## config.mk

```make
export PLATFORM = sky130hd
export DESIGN_NAME = qlsf_accum
export DESIGN_NICKNAME = d
export VERILOG_FILES = /design/src/hdl/qlsf_pkg.sv /design/src/hdl/qlsf_accum.sv
export SDC_FILE = /design/constraint.sdc
export NUM_CORES = 2
export LEC_CHECK = 0
export BUFFER_PORTS_ARGS = -buffer_cell sky130_fd_sc_hd__buf_2
export CAP_MARGIN = 20
export CORE_ASPECT_RATIO = 1.2
export CORE_MARGIN = 1
export CORE_UTILIZATION = 39
export CTS_CLUSTER_DIAMETER = 40
export DETAILED_ROUTE_END_ITERATION = 12
export PLACE_DENSITY = 0.54
export SKIP_LAST_GASP = 1
export SLEW_MARGIN = 5
export SYNTH_ARGS = -nofsm -noshare
export SYNTH_HDL_FRONTEND = slang
export SYNTH_SLANG_ARGS = --single-unit
```

## constraint.sdc

```tcl
create_clock -name clk -period 9.5 [get_ports clk]
set_input_delay 0.475 -clock clk [delete_from_list [all_inputs] [get_ports clk]]
set_output_delay 0.475 -clock clk [all_outputs]
set_load 0.01 [all_outputs]
```

## src/hdl/qlsf_pkg.sv

```systemverilog
// ----------------------------------------------------------------------------
// qlsf_pkg
// Shared widths, codes and types for the quadratic least-squares fit block.
// ----------------------------------------------------------------------------
package qlsf_pkg;

	localparam int ROW_BITS   = 10;
	localparam int COL_BITS   = 11;
	localparam int FRAC_BITS  = 24;
	localparam int MAX_POINTS = 65536;
	localparam int CNT_BITS   = $clog2(MAX_POINTS + 1);
	localparam int SUM_BITS   = 56;
	localparam int MOM_BITS   = 47;
	localparam int OUT_BITS   = 48;
	localparam int STAT_BITS  = 2;

	// exact determinant width: three sum-wide factors, six terms, sign, spare
	localparam int DW        = 3 * SUM_BITS + 9;
	localparam int DIV_STEPS = DW + FRAC_BITS;
	localparam int SCNT_W    = $clog2(DIV_STEPS);
	localparam int Q_W       = OUT_BITS + 1;

	localparam logic [STAT_BITS-1:0] ST_OK    = 2'd0;
	localparam logic [STAT_BITS-1:0] ST_SING  = 2'd1;
	localparam logic [STAT_BITS-1:0] ST_NOPTS = 2'd2;
	localparam logic [STAT_BITS-1:0] ST_DROP  = 2'd3;

	// permutation terms of the 3x3 determinant: column used by each row
	localparam int NTERMS = 6;
	localparam logic [1:0] PERM_COL [NTERMS][3] = '{
		'{2'd0, 2'd1, 2'd2},
		'{2'd0, 2'd2, 2'd1},
		'{2'd1, 2'd0, 2'd2},
		'{2'd1, 2'd2, 2'd0},
		'{2'd2, 2'd0, 2'd1},
		'{2'd2, 2'd1, 2'd0}
	};
	localparam logic [NTERMS-1:0] TERM_NEG = 6'b100110;

	typedef struct packed {
		logic [CNT_BITS-1:0]          cnt;
		logic [3:0][SUM_BITS-1:0]     pw;
		logic [2:0][MOM_BITS-1:0]     mom;
		logic [ROW_BITS-1:0]          first;
		logic [ROW_BITS-1:0]          latest;
		logic                         ovf;
		logic                         idle;
	} acc_sums_t;

	typedef enum logic [3:0] {
		SV_IDLE,
		SV_LD1,
		SV_MUL1,
		SV_LD2,
		SV_MUL2,
		SV_NEXT,
		SV_ABS,
		SV_DIV,
		SV_RND,
		SV_OUT
	} sv_state_t;

endpackage

```

## src/hdl/qlsf_accum.sv

```systemverilog
// ----------------------------------------------------------------------------
// qlsf_accum
// Power sums of the row and column moments, one shared multiplier, 7 steps.
// ----------------------------------------------------------------------------
module qlsf_accum (
	input  logic                          clk,
	input  logic                          arst_n,
	input  logic                          take,
	input  logic [qlsf_pkg::ROW_BITS-1:0] row,
	input  logic [qlsf_pkg::COL_BITS-1:0] col,
	input  logic                          has_point,
	input  logic                          clear,
	output qlsf_pkg::acc_sums_t           sums
);
	import qlsf_pkg::*;

	logic [CNT_BITS-1:0]      cnt_q;
	logic [3:0][SUM_BITS-1:0] pw_q;
	logic [2:0][MOM_BITS-1:0] mom_q;
	logic [ROW_BITS-1:0]      first_q, latest_q, row_q;
	logic [COL_BITS-1:0]      col_q;
	logic                     ovf_q, run_q;
	logic [2:0]               step_q;
	logic [SUM_BITS-1:0]      p_q, prod, addend, sum;

	assign prod   = SUM_BITS'(p_q * row_q);
	assign addend = (step_q < 3'd4) ? pw_q[step_q[1:0]] : SUM_BITS'(mom_q[step_q[1:0]]);
	assign sum    = addend + p_q;

	always_ff @(posedge clk or negedge arst_n) begin
		if (!arst_n) begin
			cnt_q    <= '0;
			pw_q     <= '0;
			mom_q    <= '0;
			first_q  <= '0;
			latest_q <= '0;
			ovf_q    <= 1'b0;
			run_q    <= 1'b0;
			step_q   <= '0;
		end else if (clear) begin
			cnt_q    <= '0;
			pw_q     <= '0;
			mom_q    <= '0;
			first_q  <= '0;
			latest_q <= '0;
			ovf_q    <= 1'b0;
		end else if (run_q) begin
			if (step_q < 3'd4) begin
				pw_q[step_q[1:0]] <= sum;
			end else begin
				mom_q[step_q[1:0]] <= sum[MOM_BITS-1:0];
			end
			// after the fourth power the column seeds the moments
			p_q    <= (step_q == 3'd3) ? SUM_BITS'(col_q) : prod;
			step_q <= step_q + 3'd1;
			if (step_q == 3'd6) begin
				run_q <= 1'b0;
			end
		end else if (take && has_point) begin
			if (cnt_q == CNT_BITS'(MAX_POINTS)) begin
				ovf_q <= 1'b1;
			end else begin
				row_q    <= row;
				col_q    <= col;
				p_q      <= SUM_BITS'(row);
				step_q   <= '0;
				run_q    <= 1'b1;
				latest_q <= row;
				if (cnt_q == '0) begin
					first_q <= row;
				end
				cnt_q <= cnt_q + 1'b1;
			end
		end
	end

	always_comb begin
		sums.cnt    = cnt_q;
		sums.pw     = pw_q;
		sums.mom    = mom_q;
		sums.first  = first_q;
		sums.latest = latest_q;
		sums.ovf    = ovf_q;
		sums.idle   = !run_q;
	end

endmodule

```

Yosys cells after proc, flatten, opt, wreduce, memory -nomap -nowiden

Index checks and enable logic that the tools add are counted.

Output and inout bits: 404
Bits in read-only memories: 0
Register bits after elaboration: 484
Memories: 0
RAM bits: 0
Latch bits: 0

$add $sub $neg: 3
Multiply operators: 1
Shifts and indexed selects: 0
Muxes and demuxes: 45
Equality and inequality tests: 7
Div/mod/pow operators: 0
Magnitude comparators: 3
Bitwise operators: 3
Reduce and logical (&&, ||, !) cells: 18

Operators by type and width:

| cell                  | number |
|---|---|
| $mux 224              | 3 |
| $mux 141              | 3 |
| $mux 56               | 7 |
| $bwmux 224            | 1 |
| $bwmux 141            | 1 |
| $bmux 56 s2           | 1 |
| $demux 56 s2          | 1 |
| $bmux 47 s2           | 1 |
| $demux 47 s2          | 1 |
| $mux 47               | 2 |
| $mux 10               | 9 |
| $mux 17               | 4 |
| $add 56x56->56        | 1 |
| $mul 56x10->56        | 1 |
| $add 17x1->17 const B | 1 |
| $eq 17x17->1 const B  | 1 |
| $logic_not 17->1      | 1 |
| $reduce_bool 2->1     | 6 |
| $mux 3                | 3 |
| $reduce_and 3->1      | 3 |
| $mux 1                | 8 |
| $ne 2x2->1 const B    | 4 |
| $reduce_and 4->1      | 2 |
| $reduce_and 5->1      | 1 |
| 10 further kinds      | 14 |

Depth between registers and ports, before layout

Depth after elaboration: 8
Depth in mapped cells: 25
Gate-level depth less buffers: 23

Worst setup path before layout

No wires, ideal clock.

Kind: register to register
From: register row_q[1]
To: register p_q[53], data pin
Required time: 9.234 ns
Clock period less this slack: 6.124 ns
Library setup time: 0.266 ns
Slack: 3.376 ns
Buffers on the path: 3
Cell stages (with the launch flop): 25
Data arrival time: 5.859 ns
Cell sequence: edfxtp_1 > clkbuf_1 > clkbuf_1 > nand2_1 > fa_1 > inv_1 > fa_1 > fa_1 > fa_1 > inv_1 > fa_1 > inv_1 > ha_1 > clkbuf_1 > nand2_1 > or4_1 > or3_1 > a21oi_2 > o211ai_1 > a21oi_2 > nor3_1 > o21bai_1 > a21oi_1 > xor2_1 > nor2_1

Longest elaborated chain between the ends: 3

Ends and longest elaborated chain:

| item                   | RTL line         | text |
|---|---|---|
| start, declared        | qlsf_accum.sv:20 | `logic [ROW_BITS-1:0] first_q, latest_q, row_q;` |
| start signal, assigned | qlsf_accum.sv:63 | `row_q <= row;` |
| $mul 56x10->56         | qlsf_accum.sv:26 | `assign prod = SUM_BITS'(p_q * row_q);` |
| $mux 56                | qlsf_accum.sv:54 | `p_q <= (step_q == 3'd3) ? SUM_BITS'(col_q) : prod;` |
| $mux 56                | qlsf_accum.sv:47 | `end else if (run_q) begin` |
| end signal, assigned   | qlsf_accum.sv:54 |  |
| end signal, assigned   | qlsf_accum.sv:65 | `p_q <= SUM_BITS'(row);` |
| end, declared          | qlsf_accum.sv:24 | `logic [SUM_BITS-1:0] p_q, prod, addend, sum;` |

Every way passes these cells.
A chain may end at the register's enable or synchronous reset.

Worst setup path after layout

From: register row_q[8]
To: register p_q[53], data pin

Same word-level chain as after synthesis.

==> reports/qor.yml <==
critical_path:
  timing.rr.end: "p_q[53]"
  rr_startpoint: "row_q[8]"
  worstRegToRegCells: 21
  required_ns: 9.83
  crit_path_end_kind: "register"
  cpMostUsedCell: "fa_1"
  critPathMaxFanout: 28
  cpMaxStageDelayCell: "edfxtp_1"
  cp_data_arrival_time_ns: 7.48
  worst_path_largest_cell_delay_ns: 0.95
  crit_family: "adder cells"
  cp-start-kind: "register"
  crit_buf_inv: 3
  path_cells: "buf_4 > and2_1 > fa_1 > fa_1 > fa_1 > fa_1 > inv_1 > fa_1 > inv_1 > ha_1 > nand4_1 > or4_1 > or3_1 > a21oi_2 > o211ai_1 > a21oi_2 > nor3_1 > o21bai_1 > a21oi_1 > xor2_1 > nor2_1"
  regToRegSetupSlack_ns: 2.35
  worstSetupPathType: "reg2reg"
route:
  drt_iter0_drc: 1993
  ant_nets: 0
  first_pass_iters: 5
  routed_wl_um: 134000
  wl_per_cell_um: 24.4
  vias: 31100
  drc: 0
  viasPerCell: 5.64
timing:
  max_freq_mhz: 140
  period_needed_ns: 7.15
  finalSetupViolations: 0
  relSlewSlack_pct: 26.2
  slew_violations: 0
  fin_crit_sh_pct: 75.3
  holdWs_ns: 0.0367
  fin_tns_setup_ns: 0
  fin_worst_skew_ns: 0.0402
  rsz0062_at_grt: "false"
  worst_slew_pin_slew_ns: 1.11
  hold_viol: 0
cts:
  clockBufferDepth: 3
  htree_levels: 3
  cts_tree: "done"
  cts.sinks: 484
  cts-root-buf: "clkbuf_16"
  cts_inserted_buffers: 77
  path_clk_slew_ns: 0.05
  clock_latency_ns: 0.65
finish:
  seq_area_mm2: 0.0125
  final_layout_size_suffix_gt1_share_pct: 17.1
  fillerInstances: 9511
  nNetsFinal: 4713
  fin_util_pct: 45.6
  multi_input_area_mm2: 0.0240
  area.growth.synth_to_final_pct: 15.7
yosys:
  ys_warn_count: 0
  synth_xor_area_share_pct: 2.91
  synth_ff_type: "dfrtp_1"
  netlist_instances: 3873
  synth_top_family_by_area: "adder cells"
  synth-async-reset-ratio_pct: 84.1
  synth_edf_count: 77
  syn_nets: 4422
  synth-compound-area-share_pct: 15.3
  synthAdderAreaFrac_pct: 24.5
  yosysSeqAreaShare_pct: 32.2
  synthMuxAreaShare_pct: 5.12
  synth.avg_cell_area_um2: 10.0
  netlist_area_mm2: 0.0388
  synthSimpleGateAreaFrac_pct: 13.8
  ys_ff_latch: 484
  ys_types: 84
floorplan:
  core-area_mm2: 0.0984
  dieArea_mm2: 0.101
  die_w_um: 290
  io_pins: 430
  rows: 126
  start_util_pct: 39.4
  fp.dieH_um: 347
global_route:
  grt_max_degree: 142
  grt_pass1_wl_um: 207000
  grt_overflow: 0
  antenna_found_initial: 1
  grt_pass1_vias: 32400
  track_usage_pct: 26.8
min_path:
  min_path_type: "in2reg"
  min_to: "col_q[2]"
  hold_depth: 1
  hold_start: "col[2]"
place:
  finalWeightedCongestion: 0.940
  portBuffers: 429
  dp_hpwl_um: 97800
run:
  max_cap_viol_count: 0
outcome:
  outcome: "finished clean"
==> state kept, by name, indices dropped and copies added, names as in the netlist <==
signal,cells
latest_q,10
step_q,3
ovf_q,1
first_q,10
row_q,10
p_q,56
col_q,11
run_q,1
sums,365
cnt_q,17
==> logic make-up (layout without fill, tap and decap cells) <==
kind of cell             Yosys count  in the layout
adder cells (fa/ha/maj)          523            523
buffers and inverters            638            993
AND/OR/NAND/NOR                 1126           1126
other                              0              1
multiplexers                     128            128
AO/OA/AOI/OAI                    847            847
XOR/XNOR                         127            127
flip-flops                       484            484
==> cells in the mapped netlist (all sizes together) (72+ instances only) <==
| library cell | number | share of area (%) |
|---|---|---|
| fa | 391 | 20 |
| dfrtp | 407 | 26 |
| clkbuf | 215 | 2.1 |
| o21ai | 218 | 2.8 |
| a22o | 273 | 6.2 |
| nor2 | 197 | 1.9 |
| inv | 374 | 3.6 |
| xnor2 | 72 | 1.6 |
| nand2 | 469 | 4.5 |
| a21oi | 181 | 2.4 |
| edfxtp | 77 | 6.0 |
| and2 | 302 | 4.9 |
| ha | 132 | 4.3 |
==> placed cells by master, fill, tap and decap left out, types with 9 or more instances in the layout <==
cell and instances:
nand2_1 469, buf_2 428, dfrtp_1 404, fa_1 391, inv_1 374, and2_1 301, a22o_1 273, nor2_1 193
o21ai_0 187, a21oi_1 171, ha_1 132, clkbuf_16 78, edfxtp_1 77, mux2i_1 71, xnor2_1 71, mux4_2 56
xor2_1 54, a21o_1 50, buf_4 38, nand3_1 35, o21ai_1 30, nor3_1 23, nand4_1 21, o21bai_1 20
nor2b_1 16, nand2b_1 13, o211ai_1 12, clkbuf_8 12, a31oi_1 11, and3_1 11, a211oi_1 10, inv_6 10
bufinv_16 9
==> metrics by stage <==
stage | setup slack (ns) | instance area, um2 | cells
2_1_floorplan | 3.38 | 38800 | 3873
3_3_place_gp | 2.43 | 42000 | 5359
3_5_place_dp | 2.35 | 42000 | 5360
4_1_cts | 2.30 | 44800 | 5507
5_1_grt | 2.03 | 44900 | 5508
6_report | 2.35 | 44900 | 5509
==> routing by layer <==
| metal | up-vias | track usage (%) | share of wire, % | wire length, um |
|---|---|---|---|---|
| li1 | 13600 | - | - | - |
| met1 | 16200 | 34.0 | 41 | 54700 |
| met2 | 1057 | 46.1 | 50 | 66500 |
| met3 | 226 | 4.74 | 6.6 | 8810 |
| met4 | 0 | 8.92 | 3.1 | 4170 |
| met5 | - | 0 | 0 | 0 |
==> worst reg2reg max path: cells and delay by family, from the launching register on <==
| kind | cells | cell delay [ns] |
|---|---|---|
| xor gates and xnor gates | 1 | 0.14 |
| adders and majority gates | 6 | 2.77 |
| buffers and inverters | 3 | 0.54 |
| and+or+nand+nor | 6 | 1.64 |
| AOI/OAI and AO/OA | 5 | 0.82 |
| DFF | 1 | 0.95 |
==> cell type report <==
class	instances	share of cell area [%]
antenna	1	0.00558
clock buffer	95	4.76
clock inverter	48	1.43
inverter	375	3.14
multi-input combinational	2751	53.5
sequential	484	27.9
tap	1280	3.57
timing repair buffer	475	5.71
==> repair_timing <==
action / 4_1_cts / 5_1_grt
setup buffers: 0 / 0
endpoints found under the hold margin: 55 / 0
hold buffers: 4 / 0
resized for setup: 0 / 0
==> how the worst max path moves through the flow <==
stage | startpoint | to | cells past startpoint
final | row_q[8] | p_q[53] | 21
after global placement | row_q[7] | p_q[53] | 21
after CTS | row_q[7] | p_q[50] | 19
after global routing | row_q[7] | p_q[40] | 22
after floorplan | row_q[1] | p_q[53] | 24
after detailed placement | row_q[7] | p_q[50] | 19
Power is left out: the tool's default activity adds up to more than one toggle a clock period on the data nets, which glitch-free logic cannot reach.
