<file path="src/hdl/qlsf_pkg.sv">
// ----------------------------------------------------------------------------
// qlsf_pkg
// Shared widths, codes and types for the quadratic least-squares fit block.
// ----------------------------------------------------------------------------
package qlsf_pkg;

	localparam int ROW_BITS   = 10;
	localparam int COL_BITS   = 11;
	localparam int FRAC_BITS  = 24;
	localparam int MAX_POINTS = 65536;
	localparam int CNT_BITS   = $clog2(MAX_POINTS + 1);
	localparam int SUM_BITS   = 56;
	localparam int MOM_BITS   = 47;
	localparam int OUT_BITS   = 48;
	localparam int STAT_BITS  = 2;

	// exact determinant width: three sum-wide factors, six terms, sign, spare
	localparam int DW        = 3 * SUM_BITS + 9;
	localparam int DIV_STEPS = DW + FRAC_BITS;
	localparam int SCNT_W    = $clog2(DIV_STEPS);
	localparam int Q_W       = OUT_BITS + 1;

	localparam logic [STAT_BITS-1:0] ST_OK    = 2'd0;
	localparam logic [STAT_BITS-1:0] ST_SING  = 2'd1;
	localparam logic [STAT_BITS-1:0] ST_NOPTS = 2'd2;
	localparam logic [STAT_BITS-1:0] ST_DROP  = 2'd3;

	// permutation terms of the 3x3 determinant: column used by each row
	localparam int NTERMS = 6;
	localparam logic [1:0] PERM_COL [NTERMS][3] = '{
		'{2'd0, 2'd1, 2'd2},
		'{2'd0, 2'd2, 2'd1},
		'{2'd1, 2'd0, 2'd2},
		'{2'd1, 2'd2, 2'd0},
		'{2'd2, 2'd0, 2'd1},
		'{2'd2, 2'd1, 2'd0}
	};
	localparam logic [NTERMS-1:0] TERM_NEG = 6'b100110;

	typedef struct packed {
		logic [CNT_BITS-1:0]          cnt;
		logic [3:0][SUM_BITS-1:0]     pw;
		logic [2:0][MOM_BITS-1:0]     mom;
		logic [ROW_BITS-1:0]          first;
		logic [ROW_BITS-1:0]          latest;
		logic                         ovf;
		logic                         idle;
	} acc_sums_t;

	typedef enum logic [3:0] {
		SV_IDLE,
		SV_LD1,
		SV_MUL1,
		SV_LD2,
		SV_MUL2,
		SV_NEXT,
		SV_ABS,
		SV_DIV,
		SV_RND,
		SV_OUT
	} sv_state_t;

endpackage

</file>
<file path="src/hdl/qlsf_solve.sv">
// ----------------------------------------------------------------------------
// qlsf_solve
// Exact Cramer solve: bit-serial multiply, restoring divide, one wide adder.
// ----------------------------------------------------------------------------
module qlsf_solve (
	input  logic                                clk,
	input  logic                                arst_n,
	input  logic                                go,
	input  qlsf_pkg::acc_sums_t                 sums,
	output logic                                busy,
	output logic                                done,
	output logic                                clear,
	output logic signed [qlsf_pkg::OUT_BITS-1:0] coef0,
	output logic signed [qlsf_pkg::OUT_BITS-1:0] coef1,
	output logic signed [qlsf_pkg::OUT_BITS-1:0] coef2,
	output logic [qlsf_pkg::ROW_BITS-1:0]       span_start,
	output logic [qlsf_pkg::ROW_BITS-1:0]       span_end,
	output logic [qlsf_pkg::STAT_BITS-1:0]      fit_status
);
	import qlsf_pkg::*;

	sv_state_t state_q, state_d;

	logic [DW-1:0]          acc_q, tmp_q, mc_q, dabs_q, num_q, rem_q;
	logic [SUM_BITS-1:0]    ml_q;
	logic                   dneg_q, nneg_q, sticky_q;
	logic [Q_W-1:0]         q_q;
	logic [1:0]             pass_q;
	logic [2:0]             term_q;
	logic [SCNT_W-1:0]      cnt_q;
	logic [OUT_BITS-1:0]    coef_q [3];
	logic [ROW_BITS-1:0]    lo_q, hi_q;
	logic [STAT_BITS-1:0]   status_q;

	logic [SUM_BITS-1:0]    s_arr [5];
	logic [SUM_BITS-1:0]    ent [3];
	logic [DW-1:0]          add_a, add_b, r2;
	logic                   add_sub;
	logic [DW:0]            add_y;
	logic [Q_W:0]           mag;
	logic                   sat;
	logic [OUT_BITS-1:0]    fin;
	logic                   last_mul, last_div;

	always_comb begin
		s_arr[0] = SUM_BITS'(sums.cnt);
		for (int k = 0; k < 4; k++) begin
			s_arr[k + 1] = sums.pw[k];
		end
		for (int i = 0; i < 3; i++) begin
			if (pass_q != 2'd0 && PERM_COL[term_q][i] == pass_q - 2'd1) begin
				ent[i] = SUM_BITS'(sums.mom[i]);
			end else begin
				ent[i] = s_arr[3'(i) + 3'(PERM_COL[term_q][i])];
			end
		end
	end

	assign r2 = {rem_q[DW-2:0], num_q[DW-1]};

	always_comb begin
		add_a   = tmp_q;
		add_b   = mc_q;
		add_sub = 1'b0;
		case (state_q)
			SV_MUL2: begin
				add_a   = acc_q;
				add_sub = TERM_NEG[term_q];
			end
			SV_ABS: begin
				add_a   = '0;
				add_b   = acc_q;
				add_sub = 1'b1;
			end
			SV_DIV: begin
				add_a   = r2;
				add_b   = dabs_q;
				add_sub = 1'b1;
			end
			SV_RND: begin
				add_a   = {rem_q[DW-2:0], 1'b0};
				add_b   = dabs_q;
				add_sub = 1'b1;
			end
			default: begin
				add_a = tmp_q;
			end
		endcase
	end

	// carry out of a subtract means a >= b
	assign add_y = {1'b0, add_a} + {1'b0, add_b ^ {DW{add_sub}}} + (DW + 1)'(add_sub);

	assign mag = {1'b0, q_q} + (Q_W + 1)'(add_y[DW]);
	assign sat = sticky_q | (|mag[Q_W:OUT_BITS-1]);
	always_comb begin
		if (nneg_q != dneg_q) begin
			fin = sat ? {1'b1, {(OUT_BITS-1){1'b0}}} : -mag[OUT_BITS-1:0];
		end else begin
			fin = sat ? {1'b0, {(OUT_BITS-1){1'b1}}} : mag[OUT_BITS-1:0];
		end
	end

	assign last_mul = (cnt_q == SCNT_W'(SUM_BITS - 1));
	assign last_div = (cnt_q == SCNT_W'(DIV_STEPS - 1));

	always_ff @(posedge clk or negedge arst_n) begin
		if (!arst_n) begin
			state_q <= SV_IDLE;
		end else begin
			state_q <= state_d;
		end
	end

	always_comb begin
		state_d = state_q;
		busy    = (state_q != SV_IDLE);
		done    = 1'b0;
		clear   = 1'b0;
		case (state_q)
			SV_IDLE: begin
				if (go) begin
					state_d = (sums.cnt == '0 || sums.ovf) ? SV_OUT : SV_LD1;
				end
			end
			SV_LD1:  state_d = SV_MUL1;
			SV_MUL1: if (last_mul) state_d = SV_LD2;
			SV_LD2:  state_d = SV_MUL2;
			SV_MUL2: if (last_mul) state_d = SV_NEXT;
			SV_NEXT: begin
				if (term_q != 3'(NTERMS - 1)) begin
					state_d = SV_LD1;
				end else if (pass_q == 2'd0 && acc_q == '0) begin
					state_d = SV_OUT;
				end else begin
					state_d = SV_ABS;
				end
			end
			SV_ABS:  state_d = (pass_q == 2'd0) ? SV_LD1 : SV_DIV;
			SV_DIV:  if (last_div) state_d = SV_RND;
			SV_RND:  state_d = (pass_q == 2'd3) ? SV_OUT : SV_LD1;
			SV_OUT: begin
				done    = 1'b1;
				clear   = 1'b1;
				state_d = SV_IDLE;
			end
			default: state_d = SV_IDLE;
		endcase
	end

	always_ff @(posedge clk or negedge arst_n) begin
		if (!arst_n) begin
			pass_q   <= '0;
			term_q   <= '0;
			cnt_q    <= '0;
			status_q <= ST_OK;
		end else begin
			case (state_q)
				SV_IDLE: begin
					if (go) begin
						acc_q     <= '0;
						pass_q    <= '0;
						term_q    <= '0;
						coef_q[0] <= '0;
						coef_q[1] <= '0;
						coef_q[2] <= '0;
						lo_q      <= (sums.first < sums.latest) ? sums.first : sums.latest;
						hi_q      <= (sums.first < sums.latest) ? sums.latest : sums.first;
						if (sums.cnt == '0) begin
							status_q <= ST_NOPTS;
						end else if (sums.ovf) begin
							status_q <= ST_DROP;
						end else begin
							status_q <= ST_OK;
						end
					end
				end
				SV_LD1: begin
					mc_q  <= DW'(ent[0]);
					ml_q  <= ent[1];
					tmp_q <= '0;
					cnt_q <= '0;
				end
				SV_MUL1: begin
					if (ml_q[0]) begin
						tmp_q <= add_y[DW-1:0];
					end
					mc_q  <= mc_q << 1;
					ml_q  <= ml_q >> 1;
					cnt_q <= cnt_q + 1'b1;
				end
				SV_LD2: begin
					mc_q  <= tmp_q;
					ml_q  <= ent[2];
					cnt_q <= '0;
				end
				SV_MUL2: begin
					if (ml_q[0]) begin
						acc_q <= add_y[DW-1:0];
					end
					mc_q  <= mc_q << 1;
					ml_q  <= ml_q >> 1;
					cnt_q <= cnt_q + 1'b1;
				end
				SV_NEXT: begin
					if (term_q != 3'(NTERMS - 1)) begin
						term_q <= term_q + 3'd1;
					end else if (pass_q == 2'd0 && acc_q == '0) begin
						status_q <= ST_SING;
					end
				end
				SV_ABS: begin
					if (pass_q == 2'd0) begin
						dneg_q <= acc_q[DW-1];
						dabs_q <= acc_q[DW-1] ? add_y[DW-1:0] : acc_q;
						acc_q  <= '0;
						pass_q <= 2'd1;
						term_q <= '0;
					end else begin
						nneg_q   <= acc_q[DW-1];
						num_q    <= acc_q[DW-1] ? add_y[DW-1:0] : acc_q;
						rem_q    <= '0;
						q_q      <= '0;
						sticky_q <= 1'b0;
						cnt_q    <= '0;
					end
				end
				SV_DIV: begin
					rem_q    <= add_y[DW] ? add_y[DW-1:0] : r2;
					q_q      <= {q_q[Q_W-2:0], add_y[DW]};
					sticky_q <= sticky_q | q_q[Q_W-1];
					num_q    <= num_q << 1;
					cnt_q    <= cnt_q + 1'b1;
				end
				SV_RND: begin
					coef_q[pass_q - 2'd1] <= fin;
					pass_q <= pass_q + 2'd1;
					acc_q  <= '0;
					term_q <= '0;
				end
				default: begin
					cnt_q <= cnt_q;
				end
			endcase
		end
	end

	assign coef0      = coef_q[0];
	assign coef1      = coef_q[1];
	assign coef2      = coef_q[2];
	assign span_start = lo_q;
	assign span_end   = hi_q;
	assign fit_status = status_q;

endmodule

</file>
<file path="config.mk">
export PLATFORM = sky130hd
export DESIGN_NAME = qlsf_solve
export DESIGN_NICKNAME = d
export VERILOG_FILES = /design/src/hdl/qlsf_pkg.sv /design/src/hdl/qlsf_solve.sv
export SDC_FILE = /design/constraint.sdc
export NUM_CORES = 2
export LEC_CHECK = 0
export ABC_AREA = 1
export BUFFER_PORTS_ARGS = -buffer_cell sky130_fd_sc_hd__buf_2
export CAP_MARGIN = 20
export CORE_AREA = 2 2 591 299
export CTS_CLUSTER_DIAMETER = 200
export CTS_CLUSTER_SIZE = 20
export DETAILED_ROUTE_END_ITERATION = 6
export DIE_AREA = 0 0 593 301
export PLACE_DENSITY = 0.68
export SLEW_MARGIN = 20
export SYNTH_ARGS = -nofsm -noshare
export SYNTH_HDL_FRONTEND = slang
export SYNTH_SLANG_ARGS = --single-unit
</file>
<file path="constraint.sdc">
create_clock -name clk -period 16.6 [get_ports clk]
set_input_delay 3.32 -clock clk [delete_from_list [all_inputs] [get_ports clk]]
set_output_delay 3.32 -clock clk [all_outputs]
set_load 0.02 [all_outputs]
</file>
* Word-level counts from Yosys, hierarchy flattened
Memories as Yosys holds them, arrays and structs flattened. Cells that the tools add are included. Widths: inputs -> output; s select.
Storage, ports and cells: bits in registers 1208, input port bits 407, logic and storage cells 187, RAM bits 144, output and inout port bits 169, memories kept 3, ROM bits 56
Operators by class: multiplexer cells 74, order comparisons 6, reductions and logical operators 40, $add $sub $neg 10, equal/unequal tests 28, bitwise logic cells 8
Memory list:
- coef_q | words 3, bits a word 48, read ports 3, clocked after memory_dff 0, write ports 3, line qlsf_solve.sv:31 | logic [OUT_BITS-1:0] coef_q [3];
- (no name shown) | words 8, bits a word 6, read ports 1, clocked after memory_dff 0, write ports 0, line qlsf_solve.sv:54 | ent[i] = s_arr[3'(i) + 3'(PERM_COL[term_q][i])];
- (no name shown) | words 8, bits a word 1, read ports 1, clocked after memory_dff 0, write ports 0, line qlsf_solve.sv:68 | add_sub = TERM_NEG[term_q];
Operator list (count):
- $pmux 177 s4 | 2
- $pmux 177 s2 | 3
- $mux 177 | 5
- $pmux 177 s3 | 1
- $bmux 56 s3 | 3
- $mux 56 | 9
- $mux 176 | 2
- $pmux 176 s2 | 1
- $mux 48 | 4
- $add 177x177->178 | 1
- $add 178x1->178 | 1
- $logic_not 177->1 | 1
- $xor 177x177->177 | 1
- $pmux 56 s3 | 1
- $pmux 49 s2 | 1
- $add 49x1->50 | 1
- $mux 49 | 1
- $neg 48->48 | 1
- $reduce_or 48->1 | 1
- $pmux 4 s9 | 1
- $mux 4 | 8
- $pmux 8 s3 | 1
- $ne 2x2->1 const B | 11
- $mux 10 | 2
- 46 further kinds | 103

* Logic depth before layout (Yosys ltp)
word-level depth 12, gate-level depth with buffers 49, depth with buffers taken out 43

* Worst setup path before layout
No wires, ideal clock.
path type input-to-reg, start point input port go, end point register acc_q[0] (enable), library setup time 0.975 ns, arrival time 16.447 ns, required time 15.625 ns, path buffers 0, cell stages on the path 4, path slack -0.821 ns, path through inv_1 -> nand2_1 -> nand2_1 -> a211oi_1
On the way: longest elaborated chain between the ends 2
Ends and longest elaborated chain:
- start, declared | line qlsf_solve.sv:8 | input logic go,
- $ne 2x2->1 (no line)
- $reduce_and 5->1 (no line)
- end signal, assigned | line qlsf_solve.sv:199 | acc_q <= add_y[DW-1:0];
- end, declared | line qlsf_solve.sv:24 | logic [DW-1:0] acc_q, tmp_q, mc_q, dabs_q, num_q, rem_q;
Every way passes these cells. A chain may end at the register's enable or synchronous reset.

==> flow_summary.ini <==
[sta]
setup_violations = 0
fin_crit_sh = 0.682
finalHoldViolCount = 0
setup_ws_ns = 5.27
final.setup_skew_ns = 0.0722
relSlewSlack = 0.0652
setup_tns_ns = 0
hold_ws_ns = 0.495
fmax_ghz = 0.0883
tightest_slew_ns = 1.39
rsz0062_at_grt = false
min_period_ns = 11.33
drv_slew = 0

[clock_network]
clk_latency_ns = 0.78
cts_tree = done
cts_sinks = 1352
cts_setup_buffers = 0
numCtsBuffers = 77
cts_buffer_depth = 3
cts_resized = 0
cts_hold_buffers = 0
clock-root-buffer = clkbuf_16
h-tree-depth = 3
clkTransAtPathRegs_ns = 0.13

[worst_setup_path]
crit_path_top_delay_cell = o21ai_0
endpoint_kind = flop
crit_type = reg -> reg
worstPathRequired_ns = 17.19
arrival_ns = 11.91
slowest_delay_ns = 0.86
cp-start-kind = flop
crit_top_cell = nor2_1
cp_max_fo = 52

[synth]
synth-main-ff-cell = edfxtp_1
synth_edf_count = 1333
synth_seq_cells = 1352
syn_nets = 11300
ys_warn_count = 0
synthArstFlopShare = 0.0141
syn_area_mm2 = 0.0862
netlist_instances = 10700
netlist-cell-type-count = 73
synth.avg_cell_area_um2 = 8.06
yosysSeqAreaShare = 0.470

[place]
pre_cts_ws_ns = 5.65
routabilityCongestion = 1.07
hpwlAfterDp_um = 277000
portBuffers = 574

[floorplan]
die_width_um = 593
core_mm2 = 0.173
dieHeight_um = 301
rows = 108
die_area_mm2 = 0.178
boundaryPins = 576
start_util = 0.499

[global_route]
grt_first_pass_wirelength_um = 535000
overflow = 0
grt_max_degree = 168
antenna_found_initial = 100
track_usage = 0.410
grt_pass1_vias = 76100

[route]
antenna_left = 0
wl_per_cell_um = 28.2
firstDrtPassIters = 7
vias = 82900
drt-initial-drc-count = 12000
drt_wl_total_um = 376000
via_per_inst = 6.21
drc = 1

[outcome]
outcome = finished, violations left
violations = design-rule violations

[pwr]
p_leak_nw = 37.5
finalPower_w = 0.00818
powerDensity_mw_per_mm2 = 87.5
ir_drop_uv = 79.6

[final_layout]
fin_nets = 11600
drive_gt1_frac = 0.0830
final_common_cell = nand2_1
area_delta_synth_final_pct = 8.34
layout_common_cells = nand2_1, nor2_1, edfxtp_1

[run]
max-cap-violations = 0

[worst_hold_path]
hp-class = reg -> reg
Yosys cell counts, drive strengths merged, types with 7 or more instances:
| cell | number | area share |
|---|---|---|
| o211ai | 126 | 0.011 |
| edfxtp | 1333 | 0.46 |
| nand3b | 7 | 0.00061 |
| o21ai | 1151 | 0.067 |
| a31oi | 64 | 0.0046 |
| o2111ai | 8 | 0.00081 |
| a32oi | 8 | 0.00081 |
| buf | 108 | 0.0059 |
| nor3 | 100 | 0.0060 |
| or2 | 27 | 0.0020 |
| dfrtp | 19 | 0.0055 |
| nand2 | 2154 | 0.095 |
| a21boi | 41 | 0.0036 |
| ha | 201 | 0.029 |
| clkbuf | 420 | 0.018 |
| nand3 | 335 | 0.020 |
| o22ai | 82 | 0.0059 |
| xor2 | 258 | 0.026 |
| nor2 | 1465 | 0.065 |
| inv | 1200 | 0.052 |
| xnor2 | 104 | 0.011 |
| o221ai | 23 | 0.0023 |
| nor4 | 72 | 0.0052 |
| a21oi | 782 | 0.045 |
| o2bb2ai | 8 | 0.00081 |
| o31ai | 12 | 0.0011 |
| o41ai | 14 | 0.0014 |
| o21a | 57 | 0.0050 |
| nand4 | 54 | 0.0039 |
| clkinv | 7 | 0.00032 |
| a211oi | 14 | 0.0012 |
| a22oi | 251 | 0.022 |
| a221oi | 53 | 0.0054 |
| o21bai | 25 | 0.0024 |
| a21o | 40 | 0.0035 |
| and2 | 38 | 0.0028 |
state kept, by name, summed over array words and instances (netlist names), 4 cells and up:
register and flops:
acc_q 177, dabs_q 177, mc_q 177, num_q 177, tmp_q 177, rem_q 176, coef_q 144, ml_q 56
q_q 49, span_end 10, span_start 10, cnt_q 8, state_q 4
critical path: cells and delay by family (launching register included):
family / cells / cell delay, ns
adders and majority gates: 2 / 0.63
AOI/OAI and AO/OA: 4 / 1.29
and+or+nand+nor: 23 / 4.42
xor gates and xnor gates: 2 / 0.58
DFF: 1 / 0.36
buffers and inverters: 12 / 3.65
stage by stage:
stage	util	cells	area, µm²
2_1_floorplan	-	10700	86300
3_3_place_gp	0.528	13200	91200
3_5_place_dp	0.528	13200	91200
4_1_cts	0.540	13300	93300
5_1_grt	0.540	13300	93400
6_report	0.541	13300	93400
cell families after synthesis:
| group | synth area share |
|---|---|
| xor+xnor | 0.0374 |
| flops | 0.470 |
| buf+inv | 0.0768 |
| simple gates | 0.200 |
| compound gates | 0.187 |
| fa+ha+maj | 0.0294 |
layout make-up:
class	instances	area, µm²
multi-input cells	7608	39400
repair buffers	695	3850
clock inverters	6	60.1
inverters	1207	4570
fillers	16700	79400
diodes	71	178
clock buffers	94	2010
flip-flops and latches	1352	40500
well taps	2310	2890
per-layer routing:
metal  routed length, µm  GRT usage
met1              153000      0.574
met2              161000      0.609
met3               43800     0.0937
met4               18100      0.183
met5                 262          0
path summary, 6_finish.rpt:
| kind | depth (start not counted) | start | to | slack [ns] |
|---|---|---|---|---|
| worst max-delay path | 43 | term_q[2]$_DFFE_PN0P_ | coef_q[2][6]$_SDFFCE_PN0P_ | 5.27 |
| worst max register to register | 43 | term_q[2]$_DFFE_PN0P_ | coef_q[2][6]$_SDFFCE_PN0P_ | 5.27 |
| worst min-delay path | 2 | num_q[141]$_DFFE_PP_ | num_q[142]$_DFFE_PP_ | 0.49 |
| max in group asynchronous | 2 | arst_n | term_q[2]$_DFFE_PN0P_ | 13.69 |
| min in group asynchronous | 2 | arst_n | fit_status[1]$_DFFE_PN0P_ | 2.59 |
| worst min register to register | 2 | num_q[141]$_DFFE_PP_ | num_q[142]$_DFFE_PP_ | 0.49 |
power by group:
part | total [W] | internal [W] | switching, W
clock | 0.00207 | 0.000862 | 0.00120
sequential | 0.00399 | 0.00391 | 0.0000725
combinational | 0.00213 | 0.000583 | 0.00154
Note: power is estimated with default switching activity, not from simulation.
